File: src/rtl/core/ufdsm_pkg.sv
// ----------------------------------------------------------------------------
// ufdsm_pkg
// Constants and widths shared by the uart framed delta-sigma modulator.
// ----------------------------------------------------------------------------
package ufdsm_pkg;

    // field widths
    localparam int SAMPLE_W = 16;
    localparam int ERR_W    = 20;
    localparam int PHASE_W  = 32;
    localparam int BYTE_W   = 8;
    localparam int POS_W    = 4;

    // default fraction bits of the phase accumulator
    localparam int PHASE_FRAC_BITS_DEF = 31;

    // configuration reset value
    localparam logic [PHASE_W-1:0] PHASE_INC_RESET = 32'h8000_0000;

    // frame positions
    localparam logic [POS_W-1:0] POS_START = 4'd0;
    localparam logic [POS_W-1:0] POS_STOP  = 4'd9;

    // quantizer levels and error limits, in the wide error format
    localparam int ERR_CALC_W = 22;
    localparam logic signed [ERR_CALC_W-1:0] LEVEL_HIGH = 22'sd32767;
    localparam logic signed [ERR_CALC_W-1:0] LEVEL_LOW  = -22'sd32768;
    localparam logic signed [ERR_CALC_W-1:0] ERR_MAX    = 22'sd524287;
    localparam logic signed [ERR_CALC_W-1:0] ERR_MIN    = -22'sd524288;

endpackage

File: src/rtl/core/uart_framed_delta_sigma_modulator_top.sv
// ----------------------------------------------------------------------------
// uart_framed_delta_sigma_modulator_top
// One-bit error-feedback modulator emitting line levels in 10-bit uart frames.
// ----------------------------------------------------------------------------
// Usage:
//   Input channel (i_in_valid / o_in_ready): one beat per serial bit time,
//   carrying the sample pending at the source. o_sample_taken in the matching
//   result tells the source to advance to its next sample.
//   Output channel (o_out_valid / i_out_ready): one beat per input beat, in
//   order: line level, sample-taken flag, and at the stop bit the byte.
//   Config channel (i_cfg_valid / o_cfg_ready): writes phase_increment, always
//   ready; write only while no beat is in flight.
// Timing:
//   an accepted beat lands in the input register; once the result register
//   is free, the accumulator, quantizer and frame counter update from it and
//   fill the result register. One beat per cycle sustained while the receiver
//   does not stall, set by the single add, subtract and saturate path
//   between the two registers.
// Reset and stall:
//   reset empties both registers and returns the accumulator to its
//   load-forcing value, error, frame position and byte to zero, and the
//   increment to 0x80000000. A stalled receiver holds the result register;
//   the input register still takes one more beat, then o_in_ready drops.
// ----------------------------------------------------------------------------
module uart_framed_delta_sigma_modulator_top #(
    parameter int PHASE_FRAC_BITS = ufdsm_pkg::PHASE_FRAC_BITS_DEF
) (
    input  logic                                  i_clk,
    input  logic                                  i_rst_n,
    // input beats
    input  logic                                  i_in_valid,
    output logic                                  o_in_ready,
    input  logic signed [ufdsm_pkg::SAMPLE_W-1:0] i_next_sample,
    // result beats
    output logic                                  o_out_valid,
    input  logic                                  i_out_ready,
    output logic                                  o_line_level,
    output logic                                  o_sample_taken,
    output logic                                  o_byte_valid,
    output logic [ufdsm_pkg::BYTE_W-1:0]          o_byte_value,
    // configuration
    input  logic                                  i_cfg_valid,
    output logic                                  o_cfg_ready,
    input  logic [ufdsm_pkg::PHASE_W-1:0]         i_cfg_phase_increment
);

    localparam int PW = ufdsm_pkg::PHASE_W;
    localparam int SW = ufdsm_pkg::SAMPLE_W;
    localparam int EW = ufdsm_pkg::ERR_W;
    localparam int CW = ufdsm_pkg::ERR_CALC_W;
    localparam int BW = ufdsm_pkg::BYTE_W;
    localparam int QW = ufdsm_pkg::POS_W;
    localparam logic [PW-1:0] IntBit   = PW'(1) << PHASE_FRAC_BITS;
    localparam logic [PW-1:0] FracMask = IntBit - PW'(1);

    // control and payload registers
    logic                 r_in_valid;
    logic signed [SW-1:0] r_in_sample;
    logic                 r_out_valid;
    logic                 r_out_level;
    logic                 r_out_taken;
    logic                 r_out_byte_valid;
    logic [BW-1:0]        r_out_byte;

    // modulator state
    logic [PW-1:0]        r_phase_inc;
    logic [PW-1:0]        r_phase_acc;
    logic signed [SW-1:0] r_held;
    logic signed [EW-1:0] r_err;
    logic [QW-1:0]        r_pos;
    logic [BW-1:0]        r_shift;

    // next values
    logic [PW-1:0]        n_phase_acc;
    logic signed [SW-1:0] n_held;
    logic signed [EW-1:0] n_err;
    logic [QW-1:0]        n_pos;
    logic [BW-1:0]        n_shift;
    logic                 n_level;
    logic                 n_byte_valid;
    logic [BW-1:0]        n_byte;

    logic                 advance;
    logic                 proc;
    logic                 take;
    logic signed [CW-1:0] expected;
    logic signed [CW-1:0] err_raw;

    // handshake: the result register frees when empty or being taken
    assign advance     = !r_out_valid || i_out_ready;
    assign o_in_ready  = !r_in_valid || advance;
    assign proc        = r_in_valid && advance;
    assign o_cfg_ready = 1'b1;

    // input register
    always_ff @(posedge i_clk) begin
        if (!i_rst_n) begin
            r_in_valid <= 1'b0;
        end else if (o_in_ready) begin
            r_in_valid <= i_in_valid;
        end
        if (i_in_valid && o_in_ready) begin
            r_in_sample <= i_next_sample;
        end
    end

    // sample latch and phase step
    always_comb begin
        take        = r_phase_acc[PHASE_FRAC_BITS];
        n_held      = take ? r_in_sample : r_held;
        n_phase_acc = (r_phase_acc & FracMask) + r_phase_inc;
        expected    = CW'(n_held) - CW'(r_err);
    end

    // frame sequencing and quantizer decision
    always_comb begin
        n_byte_valid = 1'b0;
        n_byte       = '0;
        n_shift      = r_shift;
        priority if (r_pos == ufdsm_pkg::POS_START) begin
            n_level = 1'b0;
            n_shift = '0;
            n_pos   = QW'(1);
        end else if (r_pos >= ufdsm_pkg::POS_STOP) begin
            n_level      = 1'b1;
            n_byte_valid = 1'b1;
            n_byte       = r_shift;
            n_pos        = ufdsm_pkg::POS_START;
        end else begin
            n_level = !expected[CW-1];
            n_shift = {n_level, r_shift[BW-1:1]};
            n_pos   = r_pos + QW'(1);
        end
    end

    // error feedback with saturation
    always_comb begin
        err_raw = (n_level ? ufdsm_pkg::LEVEL_HIGH : ufdsm_pkg::LEVEL_LOW) - expected;
        priority if (err_raw > ufdsm_pkg::ERR_MAX) begin
            n_err = EW'(ufdsm_pkg::ERR_MAX);
        end else if (err_raw < ufdsm_pkg::ERR_MIN) begin
            n_err = EW'(ufdsm_pkg::ERR_MIN);
        end else begin
            n_err = EW'(err_raw);
        end
    end

    // state registers and configuration
    always_ff @(posedge i_clk) begin
        if (!i_rst_n) begin
            r_phase_inc <= ufdsm_pkg::PHASE_INC_RESET;
            r_phase_acc <= IntBit;
            r_held      <= '0;
            r_err       <= '0;
            r_pos       <= ufdsm_pkg::POS_START;
            r_shift     <= '0;
        end else begin
            if (i_cfg_valid && o_cfg_ready) begin
                r_phase_inc <= i_cfg_phase_increment;
            end
            if (proc) begin
                r_phase_acc <= n_phase_acc;
                r_held      <= n_held;
                r_err       <= n_err;
                r_pos       <= n_pos;
                r_shift     <= n_shift;
            end
        end
    end

    // result register
    always_ff @(posedge i_clk) begin
        if (!i_rst_n) begin
            r_out_valid <= 1'b0;
        end else if (advance) begin
            r_out_valid <= r_in_valid;
        end
        if (proc) begin
            r_out_level      <= n_level;
            r_out_taken      <= take;
            r_out_byte_valid <= n_byte_valid;
            r_out_byte       <= n_byte;
        end
    end

    assign o_out_valid    = r_out_valid;
    assign o_line_level   = r_out_level;
    assign o_sample_taken = r_out_taken;
    assign o_byte_valid   = r_out_byte_valid;
    assign o_byte_value   = r_out_byte;

endmodule

File: config.mk
export PLATFORM = sky130hd
export DESIGN_NAME = uart_framed_delta_sigma_modulator_top
export DESIGN_NICKNAME = d
export VERILOG_FILES = /design/src/rtl/core/ufdsm_pkg.sv /design/src/rtl/core/uart_framed_delta_sigma_modulator_top.sv
export SDC_FILE = /design/constraint.sdc
export NUM_CORES = 1
export LEC_CHECK = 0
export BUFFER_PORTS_ARGS = -buffer_cell sky130_fd_sc_hd__buf_2
export CAP_MARGIN = 20
export CELL_PAD_IN_SITES_DETAIL_PLACEMENT = 1
export CELL_PAD_IN_SITES_GLOBAL_PLACEMENT = 2
export CORE_MARGIN = 3
export CORE_UTILIZATION = 38
export CTS_CLUSTER_SIZE = 12
export DETAILED_ROUTE_END_ITERATION = 12
export MAX_ROUTING_LAYER = met4
export PLACE_DENSITY = 0.89
export SLEW_MARGIN = 30
export SYNTH_ARGS = -nofsm -noshare
export SYNTH_HDL_FRONTEND = slang
export SYNTH_SLANG_ARGS = --single-unit
export TNS_END_PERCENT = 1
File: constraint.sdc
create_clock -name i_clk -period 8.61 [get_ports i_clk]
set_clock_uncertainty 0.1 [all_clocks]
set_input_delay 0.4305 -clock i_clk [delete_from_list [all_inputs] [get_ports i_clk]]
set_output_delay 0.4305 -clock i_clk [all_outputs]
set_load 0.03 [all_outputs]
-- Word-level counts from Yosys, hierarchy flattened
Cells that the tools add are included.
- add/sub/neg operators: 4
- eq/ne operators: 1
- order comparisons: 3
- bitwise operators: 1
- reduce and logical (&&, ||, !) cells: 10
- muxes and demuxes: 11
- operators by type and width (operator ; number):
    two-way mux 20 bit ; 2
    adder 31 x 32 -> 32 bit ; 1
    greater-than comparator 22 x 20 -> 1 bit, second input constant ; 1
    < comparator 22 x 20 -> 1 bit, second input constant ; 1
    two-way mux 22 bit ; 1
    subtractor 22 x 21 -> 22 bit ; 1
    subtractor 16 x 20 -> 21 bit ; 1
    two-way mux 16 bit ; 1
    two-way mux 8 bit ; 2
    two-way mux 4 bit ; 2
    adder 4 x 1 -> 4 bit, second input constant ; 1
    >= comparator 4 bit, second input constant ; 1
    zero test 4 bit ; 1
    zero test 1 bit ; 3
    two-way mux 1 bit ; 3
    logical AND 1 bit ; 2
    logical OR 1 bit ; 2
    inequality test 2 bit, second input constant ; 1
    AND reduction 2 bit ; 1
    OR reduction 2 bit ; 1
    NOT 1 bit ; 1
- bits in registers: 141
- output and inout port bits: 14
- logic and storage cells: 43
- input port bits: 53

-- Longest topological paths before layout
- depth after elaboration: 10
- depth in mapped cells: 30
- depth with buffers taken out: 26

-- Least setup slack after synthesis
No wires, ideal clock.
- kind: flip-flop to flip-flop
- start point: register r_phase_acc[31]
- end point: register r_err[13]
- library setup time: 87 ps
- data required time: 8423 ps
- data arrival time: 6380 ps
- slack: 2043 ps
- period minus slack after synthesis: 6567 ps
- cell stages (with the launch flop): 26
- path buffers: 5
- cells stage by stage: dfxtp_1 clkbuf_1 clkbuf_1 mux2_2 ha_1 o21ai_0 or3_1 nor2_1 a2bb2oi_1 and3_1 buf_2 inv_2 buf_1 ha_1 a21o_1 a21o_1 a21o_1 a21o_1 a21o_1 a211oi_1 nor2b_1 a32o_1 o41ai_4 buf_6 nand2_2 a221oi_2
- longest elaborated chain between the ends: 10
- elaborated cells on any way between the ends: 11
- those cells by class: add/sub: 2; order compare: 2; mux: 6; reduce/logical: 1
- ends and longest elaborated chain (item ; line ; RTL):
    from (decl) ; uart_framed_delta_sigma_modulator_top.sv:67 ; logic [PW-1:0] r_phase_acc;
    from (signal assigned) ; uart_framed_delta_sigma_modulator_top.sv:152 ; r_phase_acc <= IntBit;
    from (signal assigned) ; uart_framed_delta_sigma_modulator_top.sv:162 ; r_phase_acc <= n_phase_acc;
    two-way mux 16 bit (*) ; uart_framed_delta_sigma_modulator_top.sv:110 ; n_held = take ? r_in_sample : r_held;
    net n_held[7] ; uart_framed_delta_sigma_modulator_top.sv:75 ; logic signed [SW-1:0] n_held;
    subtractor 16 x 20 -> 21 bit (*) ; uart_framed_delta_sigma_modulator_top.sv:112 ; expected = CW'(n_held) - CW'(r_err);
    zero test 1 bit (*) ; uart_framed_delta_sigma_modulator_top.sv:130 ; n_level = !expected[CW-1];
    two-way mux 1 bit (*) ; uart_framed_delta_sigma_modulator_top.sv:124 ; end else if (r_pos >= ufdsm_pkg::POS_STOP) begin
    two-way mux 1 bit (*) ; uart_framed_delta_sigma_modulator_top.sv:120 ; priority if (r_pos == ufdsm_pkg::POS_START) begin
    net n_level ; uart_framed_delta_sigma_modulator_top.sv:79 ; logic n_level;
    two-way mux 22 bit (*) ; uart_framed_delta_sigma_modulator_top.sv:138 ; err_raw = (n_level ? ufdsm_pkg::LEVEL_HIGH : ufdsm_pkg::LEVEL_LOW) - expected;
    subtractor 22 x 21 -> 22 bit (*) ; uart_framed_delta_sigma_modulator_top.sv:138 ;
    < comparator 22 x 20 -> 1 bit ; uart_framed_delta_sigma_modulator_top.sv:141 ; end else if (err_raw < ufdsm_pkg::ERR_MIN) begin
    two-way mux 20 bit ; uart_framed_delta_sigma_modulator_top.sv:141 ;
    two-way mux 20 bit (*) ; uart_framed_delta_sigma_modulator_top.sv:139 ; priority if (err_raw > ufdsm_pkg::ERR_MAX) begin
    to (signal assigned) ; uart_framed_delta_sigma_modulator_top.sv:164 ; r_err <= n_err;
    to (decl) ; uart_framed_delta_sigma_modulator_top.sv:69 ; logic signed [EW-1:0] r_err;
Mark *: on every way through the listed nets, which the timed path passes. The rest lies on a longest branch.
A chain may end at the register's enable or synchronous reset.

-- Worst setup path in the final report
- start point: register r_phase_acc[31]
- end point: register r_err[17]
- longest elaborated chain between the ends: 10
- elaborated cells on any way between the ends: 11
- those cells by class: add/sub: 2; order compare: 2; mux: 6; reduce/logical: 1
- ends and longest elaborated chain (item ; line):
    two-way mux 16 bit (*) ; uart_framed_delta_sigma_modulator_top.sv:110
    subtractor 16 x 20 -> 21 bit (*) ; uart_framed_delta_sigma_modulator_top.sv:112
    zero test 1 bit ; uart_framed_delta_sigma_modulator_top.sv:130
    two-way mux 1 bit ; uart_framed_delta_sigma_modulator_top.sv:124
    two-way mux 1 bit ; uart_framed_delta_sigma_modulator_top.sv:120
    two-way mux 22 bit ; uart_framed_delta_sigma_modulator_top.sv:138
    subtractor 22 x 21 -> 22 bit (*) ; uart_framed_delta_sigma_modulator_top.sv:138
    < comparator 22 x 20 -> 1 bit ; uart_framed_delta_sigma_modulator_top.sv:141
    two-way mux 20 bit ; uart_framed_delta_sigma_modulator_top.sv:141
    two-way mux 20 bit (*) ; uart_framed_delta_sigma_modulator_top.sv:139
Every way passes the cells marked *; elsewhere a longest branch is shown, timed or not.

==> qor.txt <==
routability cong.: 0.868
Num CTS Buffers: 17
hold path depth: 1
critical path's largest stage delay: 880 ps
hold crit path type: in2reg
Area growth syn-to-layout: 13.1%
via count: 7813
required time of the worst setup path: 8820 ps
synth warn: 0
status: finished, final reports clean
final worst slack: 1720 ps
PortBufs: 65
clock buffer depth: 2
CTS Root Cell: clkbuf_16
#FFs+latches synth: 141
CTS tree: yes
crit-path cells: mux2i_1 -> ha_1 -> inv_1 -> fa_1 -> a211oi_2 -> o21a_1 -> nor2_1 -> a2bb2oi_1 -> and3_1 -> inv_2 -> ha_1 -> a21o_1 -> a21oi_1 -> nand2_1 -> a41oi_1 -> a311oi_1 -> a211oi_1 -> nor2b_1 -> a32o_1 -> o41ai_4 -> buf_4 -> nand3_1 -> a221oi_1
RR Startpoint: r_phase_acc[31]
Async SR Flop Fraction: 0%
commonest non-fill, non-tap cell in the layout: nand2_1
Cells after Synth: 1054
nets@finish: 1219
clock sinks: 141
Critical-path top delay cell: dfxtp_1
Util after Layout: 44.6%
Leakage Power: 4.30 nW
post-cts resize count: 0
post-route setup TNS: 0 ps
post-CTS setup buffers: 0
critical path type: reg2reg
Final setup viols: 0
Setup WS pre-CTS: 1840 ps
core footprint: 23100 um2
critical path fanouts, max: 32
GRT overflow: 0
largest net degree at the start of global routing: 69
DP Wirelength: 17500 um
reg2reg end: r_err[17]
Initial DRT Pass Iterations: 5
worst r2r path cells: 23
max_slew headroom: 41.0%
initial antenna violation count: 3
EDFF count, synth: 27
max_cap viols: 0
remaining antenna violation count: 0
Hold Buf Count CTS: 0
Worst Tran Pin Value: 885 ps
Cell Pwr Density: 239 nW/um2
top achievable clock speed: 0.145 GHz
worst reg2reg setup slack: 1720 ps
Endpoint, Worst Hold: r_in_sample[15]
Worst-path clk slew: 60 ps
CP dominant cell by count: ha_1
H-tree depth: 4
worst hold start: i_next_sample[15]
dpl cell area: 9650 um2
crit start category: flip-flop
Crit. End Element: flip-flop
fin. max-slew vios: 0
filler cell count: 2739
ys flop type: dfxtp_1
Die X-Extent: 161 um
layout cells sized above 1: 14.4%
clock latency on the worst-skew pair: 410 ps
critical path data arrival time: 7110 ps
crit path time final: 6890 ps
syn_nets: 1178
WL/cell: 17.5 um
syn avg cell area: 8.63 um2
initial core utilization: 39.5%
first-pass GRT wire length: 40800 um
Peak VDD IR: 95.8 uV
most frequent cells in the layout: nand2_1 (120), dfxtp_1 (114), a21oi_1 (106)
post-synth top area share: 25.1%
Synth cell types: 84
# IOs: 67
detailed-route DRC error count: 0
die area: 25800 um2
WL final: 24900 um
hold slack: 92.2 ps
post-synth top area cell: dfxtp_1
period utilization: 80.1%
1st-iter DRT viols: 359
vias in the first global route: 8080
Synth Cell Area: 9100 um2
height of the die: 161 um
vias per inst: 5.49
largest cells by area after synthesis: dfxtp_1 (25%), ha_1 (9.5%), edfxtp_1 (8.9%), a21oi_1 (5.8%), nand2_1 (5.0%)
gr usage total: 19.7%
Final Hold Fails: 0
RSZ-0062 raised after global routing: false
cell area after layout: 10300 um2
Placement Rows: 55
sequential-to-total area share from yosys stat: 34.0%
-- through the flow --
step	std cells	power, W
floorplan	1054	0.00147
global placement	1389	0.00167
detailed placement	1389	0.00169
CTS	1421	0.00248
global route	1424	0.00261
finish	1424	0.00246
-- final cells by class --
type	instances	area [um2]	share of cell area, %
Clock inverter	10	135	1.31
Clock buffer	22	497	4.83
Antenna cell	3	7.51	0.0730
Inverter	41	155	1.51
Timing Repair Buffer	72	380	3.70
Sequential cell	141	3090	30.1
Multi-Input combinational cell	822	5630	54.7
Tap cell	313	392	3.81
-- where the power goes --
part / leakage (nW) / switching [W] / total [W] / internal [W]
clock network: 0.310 / 0.000287 / 0.000784 / 0.000497
registers: 1.19 / 0.0000219 / 0.000739 / 0.000717
logic: 2.80 / 0.000586 / 0.000940 / 0.000354
-- Yosys cell counts (4+ instances only) --
library cell  count
nand2b_1         13
nand4_1           7
nor2b_1          20
or3_1             7
a21o_1           27
and3_1            8
nand2_1         120
dfxtp_1         114
a221oi_2          7
and2_1           14
edfxtp_1         27
xor2_1           18
o31ai_1           8
inv_1            39
mux2i_1          33
nor3_1           11
ha_1             69
xnor2_1          39
nand2_2           7
buf_1             6
mux2_2           17
a221oi_1          9
a21oi_1         106
or4_1             4
a31oi_1           7
nor2_1           93
o21bai_1          4
buf_2             6
a211oi_1         16
o21a_1           11
nor4_1            5
o21ai_0          44
nand3_1          22
clkbuf_1         33
o211ai_1         13
-- cell families (layout without fill, tap and decap cells) --
| kind of cell | Yosys count | after routing | share of synthesized area [%] |
|---|---|---|---|
| compound gates | 291 | 291 | 21.8 |
| xor+xnor | 58 | 58 | 5.79 |
| fa+ha+maj | 71 | 71 | 9.93 |
| buf+inv | 91 | 145 | 4.13 |
| flops | 141 | 141 | 34.0 |
| mux | 50 | 50 | 5.74 |
| other cells | 1 | 4 | 0.0412 |
| simple gates | 351 | 351 | 18.5 |
-- worst max path at each step --
stage / startpoint / end / slack, ps / cells past startpoint
2_1_floorplan: r_phase_acc[31] / r_err[13] / 2040 / 25
3_3_place_gp: r_phase_acc[31] / r_err[17] / 2060 / 21
3_5_place_dp: r_phase_acc[31] / r_err[6] / 1840 / 21
4_1_cts: r_phase_acc[31] / r_err[17] / 1710 / 23
5_1_grt: r_phase_acc[31] / r_err[6] / 1210 / 23
6_report: r_phase_acc[31] / r_err[17] / 1720 / 23
-- critical path, delay by kind of cell, from the launching register on --
kind | cells | cell delay [ps]
muxes | 1 | 400
DFF | 1 | 880
AOI/OAI and AO/OA | 11 | 2950
and+or+nand+nor | 5 | 680
buffers and inverters | 3 | 650
adders and majority gates | 3 | 1120
-- routing by layer --
metal	vias to the layer above	global-route usage [%]	wire length, um
li1	3881	-	-
met1	3772	24.0	11400
met2	136	33.9	12300
met3	24	3.43	888
met4	0	4.73	337
met5	-	-	0
-- state kept, by name (all words and copies together) (netlist names) --
register,cells
o_byte_valid,1
o_byte_value,8
o_line_level,1
o_out_valid,1
o_sample_taken,1
r_err,20
r_held,16
r_in_sample,16
r_in_valid,1
r_phase_acc,32
r_phase_inc,32
r_pos,4
r_shift,8
No activity file was read; power rests on OpenSTA's default activity.
